### config.mk
export PLATFORM = sky130hd
export DESIGN_NAME = lnvd_front
export DESIGN_NICKNAME = d
export VERILOG_FILES = /design/src/design/lnvd_pkg.sv /design/src/design/lnvd_front.sv
export SDC_FILE = /design/constraint.sdc
export NUM_CORES = 2
export LEC_CHECK = 0
export ABC_AREA = 1
export BUFFER_PORTS_ARGS = -buffer_cell sky130_fd_sc_hd__buf_2
export CAP_MARGIN = 20
export CORE_UTILIZATION = 50
export DETAILED_ROUTE_END_ITERATION = 12
export PLACE_DENSITY = 0.68
export SYNTH_ARGS = -nofsm -noshare
export SYNTH_HDL_FRONTEND = slang
export SYNTH_SLANG_ARGS = --single-unit
### constraint.sdc
create_clock -name i_clk -period 7.7 [get_ports i_clk]
set_clock_uncertainty 0.15 [all_clocks]
set_input_delay 1.155 -clock i_clk [delete_from_list [all_inputs] [get_ports i_clk]]
set_output_delay 1.155 -clock i_clk [all_outputs]
set_load 0.1 [all_outputs]
### src/design/lnvd_pkg.sv
// ----------------------------------------------------------------------------
// lnvd_pkg: shared types and constants
// Types and fixed constants used by the log-normalized vector difference
// block: the work item passed from the front end to the back end, and the
// arithmetic constants of the square root, log and divide pipelines.
// ----------------------------------------------------------------------------
package lnvd_pkg;

    // Output format: unsigned Q18.8, clamped at its maximum.
    localparam int OUT_W = 26;
    localparam logic [OUT_W-1:0] OUT_MAX = {OUT_W{1'b1}};

    // Threshold reset value, 1.01 in Q16.16.
    localparam logic [31:0] THRESH_RESET = 32'd66191;

    // ln 2 in Q1.30.
    localparam logic [29:0] LN2_Q30 = 30'd744261118;

    // Pipeline step counts.
    localparam int LOG_FRAC   = 24;   // fraction bits of the log, one per step
    localparam int SQRT_STEPS = 17;   // result bits of the square root
    localparam int DIV_STEPS  = 26;   // quotient bits of the divider

    // Queue between front and back end.
    localparam int Q_DEPTH = 4;
    localparam int Q_AW    = $clog2(Q_DEPTH);
    localparam int Q_CW    = $clog2(Q_DEPTH + 1);

    // One classified item on its way to the back end.
    typedef struct packed {
        logic        missing;   // observation absent
        logic        above;     // speed squared above the threshold
        logic [32:0] dsq;       // difference squared, Q.16
        logic [31:0] ssq;       // observed speed squared, Q16.16
    } t_work;

endpackage

### src/design/lnvd_front.sv
// ----------------------------------------------------------------------------
// lnvd_front: input stage and classification
// Takes input transfers, forms the squared difference and the squared
// observed speed, compares the latter with the threshold and hands the
// classified item to the queue.
// ----------------------------------------------------------------------------
module lnvd_front import lnvd_pkg::*; (
    input  logic               i_clk,
    input  logic               i_rst_n,
    input  logic               i_in_valid,
    output logic               o_in_stall,
    input  logic signed [15:0] i_obs_east,
    input  logic signed [15:0] i_obs_north,
    input  logic signed [15:0] i_model_east,
    input  logic signed [15:0] i_model_north,
    input  logic               i_obs_present,
    input  logic [31:0]        i_threshold,
    input  logic               i_q_full,
    output logic               o_push,
    output t_work              o_item
);

    logic        r1_valid, n1_valid;
    logic        r1_present;
    logic [31:0] r1_de2, n1_de2;
    logic [31:0] r1_dn2, n1_dn2;
    logic [30:0] r1_oe2, n1_oe2;
    logic [30:0] r1_on2, n1_on2;
    logic        r2_valid;
    t_work       r2_item, n2_item;
    logic        front_en;

    logic signed [16:0] de, dn;
    logic signed [33:0] de_sq, dn_sq;
    logic signed [31:0] oe_sq, on_sq;
    logic [32:0]        ssq_wide;

    // The front end moves unless its last stage holds an item the queue cannot take.
    assign front_en   = !(r2_valid && i_q_full);
    assign o_in_stall = !front_en;
    assign n1_valid   = i_in_valid;

    // Stage one: differences and the four squares.
    always_comb begin
        de     = $signed({i_obs_east[15], i_obs_east}) - $signed({i_model_east[15], i_model_east});
        dn     = $signed({i_obs_north[15], i_obs_north})
               - $signed({i_model_north[15], i_model_north});
        de_sq  = 34'(de) * 34'(de);
        dn_sq  = 34'(dn) * 34'(dn);
        oe_sq  = 32'(i_obs_east) * 32'(i_obs_east);
        on_sq  = 32'(i_obs_north) * 32'(i_obs_north);
        n1_de2 = de_sq[31:0];
        n1_dn2 = dn_sq[31:0];
        n1_oe2 = oe_sq[30:0];
        n1_on2 = on_sq[30:0];
    end

    // Stage two: sums and the threshold compare.
    always_comb begin
        ssq_wide        = {2'b00, r1_oe2} + {2'b00, r1_on2};
        n2_item.missing = !r1_present;
        n2_item.dsq     = {1'b0, r1_de2} + {1'b0, r1_dn2};
        n2_item.ssq     = ssq_wide[31:0];
        n2_item.above   = ssq_wide[31:0] > i_threshold;
    end

    // Valid bits.
    always_ff @(posedge i_clk) begin
        if (!i_rst_n) begin
            r1_valid <= 1'b0;
            r2_valid <= 1'b0;
        end else if (front_en) begin
            r1_valid <= n1_valid;
            r2_valid <= r1_valid;
        end
    end

    // Payload registers.
    always_ff @(posedge i_clk) begin
        if (front_en) begin
            r1_present <= i_obs_present;
            r1_de2     <= n1_de2;
            r1_dn2     <= n1_dn2;
            r1_oe2     <= n1_oe2;
            r1_on2     <= n1_on2;
            r2_item    <= n2_item;
        end
    end

    assign o_push = r2_valid && !i_q_full;
    assign o_item = r2_item;

endmodule

Yosys cells after proc, flatten, opt, wreduce, memory -nomap -nowiden

Cells that the tools add are included.

Flip-flop bits (word level): 196
Bits of input ports: 101
Logic and storage cells: 24

$add $sub $neg: 4
Multipliers: 4
Magnitude comparators: 1
Reductions and logical operators: 4

Operator list:

| kind              | count |
|---|---|
| $mul 17x17->32    | 2 |
| $mul 16x16->31    | 2 |
| $sub 16x16->17    | 2 |
| $add 32x32->33    | 1 |
| $add 31x31->32    | 1 |
| $gt 32x32->1      | 1 |
| $logic_and 1x1->1 | 2 |
| $logic_not 1->1   | 2 |

Logic depth before layout (Yosys ltp)

Depth in word-level cells: 2
Mapped depth: 38
Gate-level depth less buffers: 37

Worst setup path before layout

No wires, ideal clock.

Kind: input to output
Start: input i_q_full
End: output o_in_stall
Data arrival time: 7362 ps
Required time: 6395 ps
Setup slack: -967 ps
Stages on the path: 2
Buffers on the path: 0
Path through: nand2_1 -> inv_1

Word-level cells in the longest chain between the ends: 1

Ends and longest elaborated chain:

| element           | line             | source |
|---|---|---|
| from (decl)       | lnvd_front.sv:18 | `input logic i_q_full,` |
| $logic_and 1x1->1 | lnvd_front.sv:39 | `assign front_en = !(r2_valid && i_q_full);` |
| to (decl)         | lnvd_front.sv:11 | `output logic o_in_stall,` |

No other way between the ends.

Worst setup path in the final report

Start: input i_obs_east[0]
End: register r1_de2[27] (data pin)

Word-level cells in the longest chain between the ends: 2

Ends and longest elaborated chain:

| element              | line             | source |
|---|---|---|
| from (decl)          | lnvd_front.sv:12 | `input logic signed [15:0] i_obs_east,` |
| $sub 16x16->17       | lnvd_front.sv:45 | `de = $signed({i_obs_east[15], i_obs_east}) - $signed({i_model_east[15], i_model_east});` |
| $mul 17x17->32       | lnvd_front.sv:48 | `de_sq = 34'(de) * 34'(de);` |
| named net de_sq[27]  | lnvd_front.sv:34 | `logic signed [33:0] de_sq, dn_sq;` |
| to (signal assigned) | lnvd_front.sv:82 | `r1_de2 <= n1_de2;` |
| to (decl)            | lnvd_front.sv:25 | `logic [31:0] r1_de2, n1_de2;` |

The timed path passes the listed nets, and every way through them passes these cells.
A chain may end at the register's enable or synchronous reset.

==> flow_summary.ini <==
[run_status]
outcome = finished, final reports clean

[drt]
met3WireLength_mm = 5.61
drt_iter0_markers = 2050
dr.pass1.iters = 5
met1_length_mm = 52.2
drc = 0
wl_mm = 119
routedWlPerCell_um = 15.8
wl_met2_mm = 58.8
top_layer_used = met5
vias = 37300
antenna_left = 0
drt-vias-per-instance = 4.96

[timing]
setup_viol = 0
tightest_slew_ns = 1.08
maxSlewViolCount = 0
layout_min_cycle_time_ns = 7.44
max_slew_margin_pct = 27.1
fmax_mhz = 134
timing.final.crit_share_pct = 96.7
hold_viol = 0

[grt]
grt_pass1_wl_mm = 196
grt_max_degree = 111
antenna_found_initial = 3
grt-ovfl-total = 0
grt_usage_pct = 25.1
grt_pass1_vias = 39500

[layout]
mostFrequentLayoutCells = inv_1 (1679), fa_1 (972), nand2_1 (911), buf_4 (451), ha_1 (430)
final_common_cell = inv_1
nNetsFinal = 7764
n_antenna_cell = 0
final_cell_area_mm2 = 0.0555
area_growth_syn_to_layout_pct = 13.7
regArea_mm2 = 0.00575
n_fill_cell = 8738
drive_gt1_share_pct = 13.3
multi_input_comb_area_mm2 = 0.0368

[logic_synthesis]
synth_area_mm2 = 0.0488
async_flop_share_pct = 0
synth.avg_cell_area_um2 = 8.60
synth_edf_count = 190
synthFlopType = edfxtp_1
synth-seq-cells = 192
synth_nets = 7212
ys_warn_count = 0
synthesis.instances = 5679
synth_cell_types = 54
seq_area_frac_synth_pct = 11.8

[critical_path]
path_common_cell = inv_1
cp-end-kind = register
slowest_stage = fa_1
path_class = input port to register
slowest_delay_ns = 0.54
startpoint_type = input port
arrival_ns = 7.51
ff2ff_setup_slack_ns = 3.24
critPathMaxFanout = 5
required_ns = 7.77

[clock_tree]
cts_inserted_buffers = 17
path_clk_slew_ns = 0.08
numClockSinks = 192
cts_root_buffer = clkbuf_16
cts-hold-fix-buffers = 0
h-tree-depth = 4
clkLatencyLatePin_ns = 0.46
clockBufferDepth = 2
cts_tree = built

[placed_design]
dp_hpwl_mm = 105
port-buffer-count = 169
gp_congestion = 0.974
placed_area_mm2 = 0.0545

[floorplan]
pin_count = 170
initial_core_util_pct = 50.5
core_mm2 = 0.0967
dieArea_mm2 = 0.0989
die_w_um = 314
die_h_um = 314
num_rows = 114

[hold_path]
worst_hold_path_type = register to register

[run]
maxCapViolations = 0
## cell type report
cell class	count	area share [%]
tap	1276	2.88
clock inverter	14	0.252
multi-input combinational	3690	66.3
clock buffer	18	0.773
sequential	192	10.3
inverter	1700	11.5
timing repair buffer	630	7.97
## cell usage after synthesis, types with 35 or more instances
cell type / number / area, um^2
nor3_1: 35 / 175
o21ai_0: 109 / 546
nand3_1: 139 / 696
fa_1: 983 / 19700
xor2_1: 136 / 1190
nand2_1: 926 / 3480
a21oi_1: 236 / 1180
nand4_1: 37 / 231
edfxtp_1: 190 / 5710
nor2_1: 385 / 1450
inv_1: 1689 / 6340
clkbuf_1: 70 / 263
ha_1: 449 / 5620
xnor2_1: 68 / 596
## sequential cells by signal (all words and copies together) (netlist names)
signal / cells
r1_on2: 30
r1_de2: 31
r1_valid: 1
r2_valid: 1
o_item: 67
r1_dn2: 31
r1_present: 1
r1_oe2: 30
## per-layer routing
metal / vias up / global-route usage, %
met2: 766 / 43.7
li1: 17900 / -
met3: 128 / 2.67
met4: 2 / 4.78
met5: - / 0
met1: 18500 / 33.9
## cells by family (layout without fill, tap and decap cells)
logic type      after synthesis  count (layout)  synth area share [%]
fa+ha+maj                  1432            1432                  51.8
simple gates               1589            1589                  13.2
buf+inv                    1797            2362                  14.0
flops                       192             192                  11.8
xor+xnor                    211             211                  3.94
compound gates              458             458                  5.28
## repair_timing
| item | in CTS | in global routing |
|---|---|---|
| pin swaps | 0 | 24 |
| setup endpoints to repair | 3 | 30 |
| hold endpoints to repair | 0 | 0 |
| buffers inserted | 0 | 11 |
| resized for setup | 2 | 102 |
## through the flow
stage / worst slack (ns) / std cells / util (%) / hold WS, ns / setup TNS [ns]
after global placement: -0.507 / 7477 / 56.3 / 0.287 / -7.69
after detailed placement: -0.573 / 7477 / 56.3 / 0.322 / -10.67
final: 0.256 / 7520 / 57.4 / 0.325 / 0
after global routing: -0.0279 / 7520 / 57.4 / 0.350 / -0.0733
after CTS: 0.00423 / 7509 / 56.9 / 0.333 / 0
after floorplan: 0.000500 / 5679 / - / 0.274 / 0
## final timing paths
path,start,to,cells after the start
min reg2reg,r1_valid,r1_valid,2
max reg2reg,r1_oe2[3],o_item[65],15
min,r1_valid,r1_valid,2
max,i_obs_east[0],r1_de2[27],34
## worst max-delay path, delay by kind of cell
kind / cells / cell delay [ns]
XOR/XNOR: 1 / 0.13
adder cells (fa/ha/maj): 9 / 3.79
buffers and inverters: 9 / 0.72
AND/OR/NAND/NOR: 12 / 1.39
AO/OA/AOI/OAI: 3 / 0.28
Power is left out: the tool's default activity adds up to more than one toggle a clock period on the data nets, which glitch-free logic cannot reach.
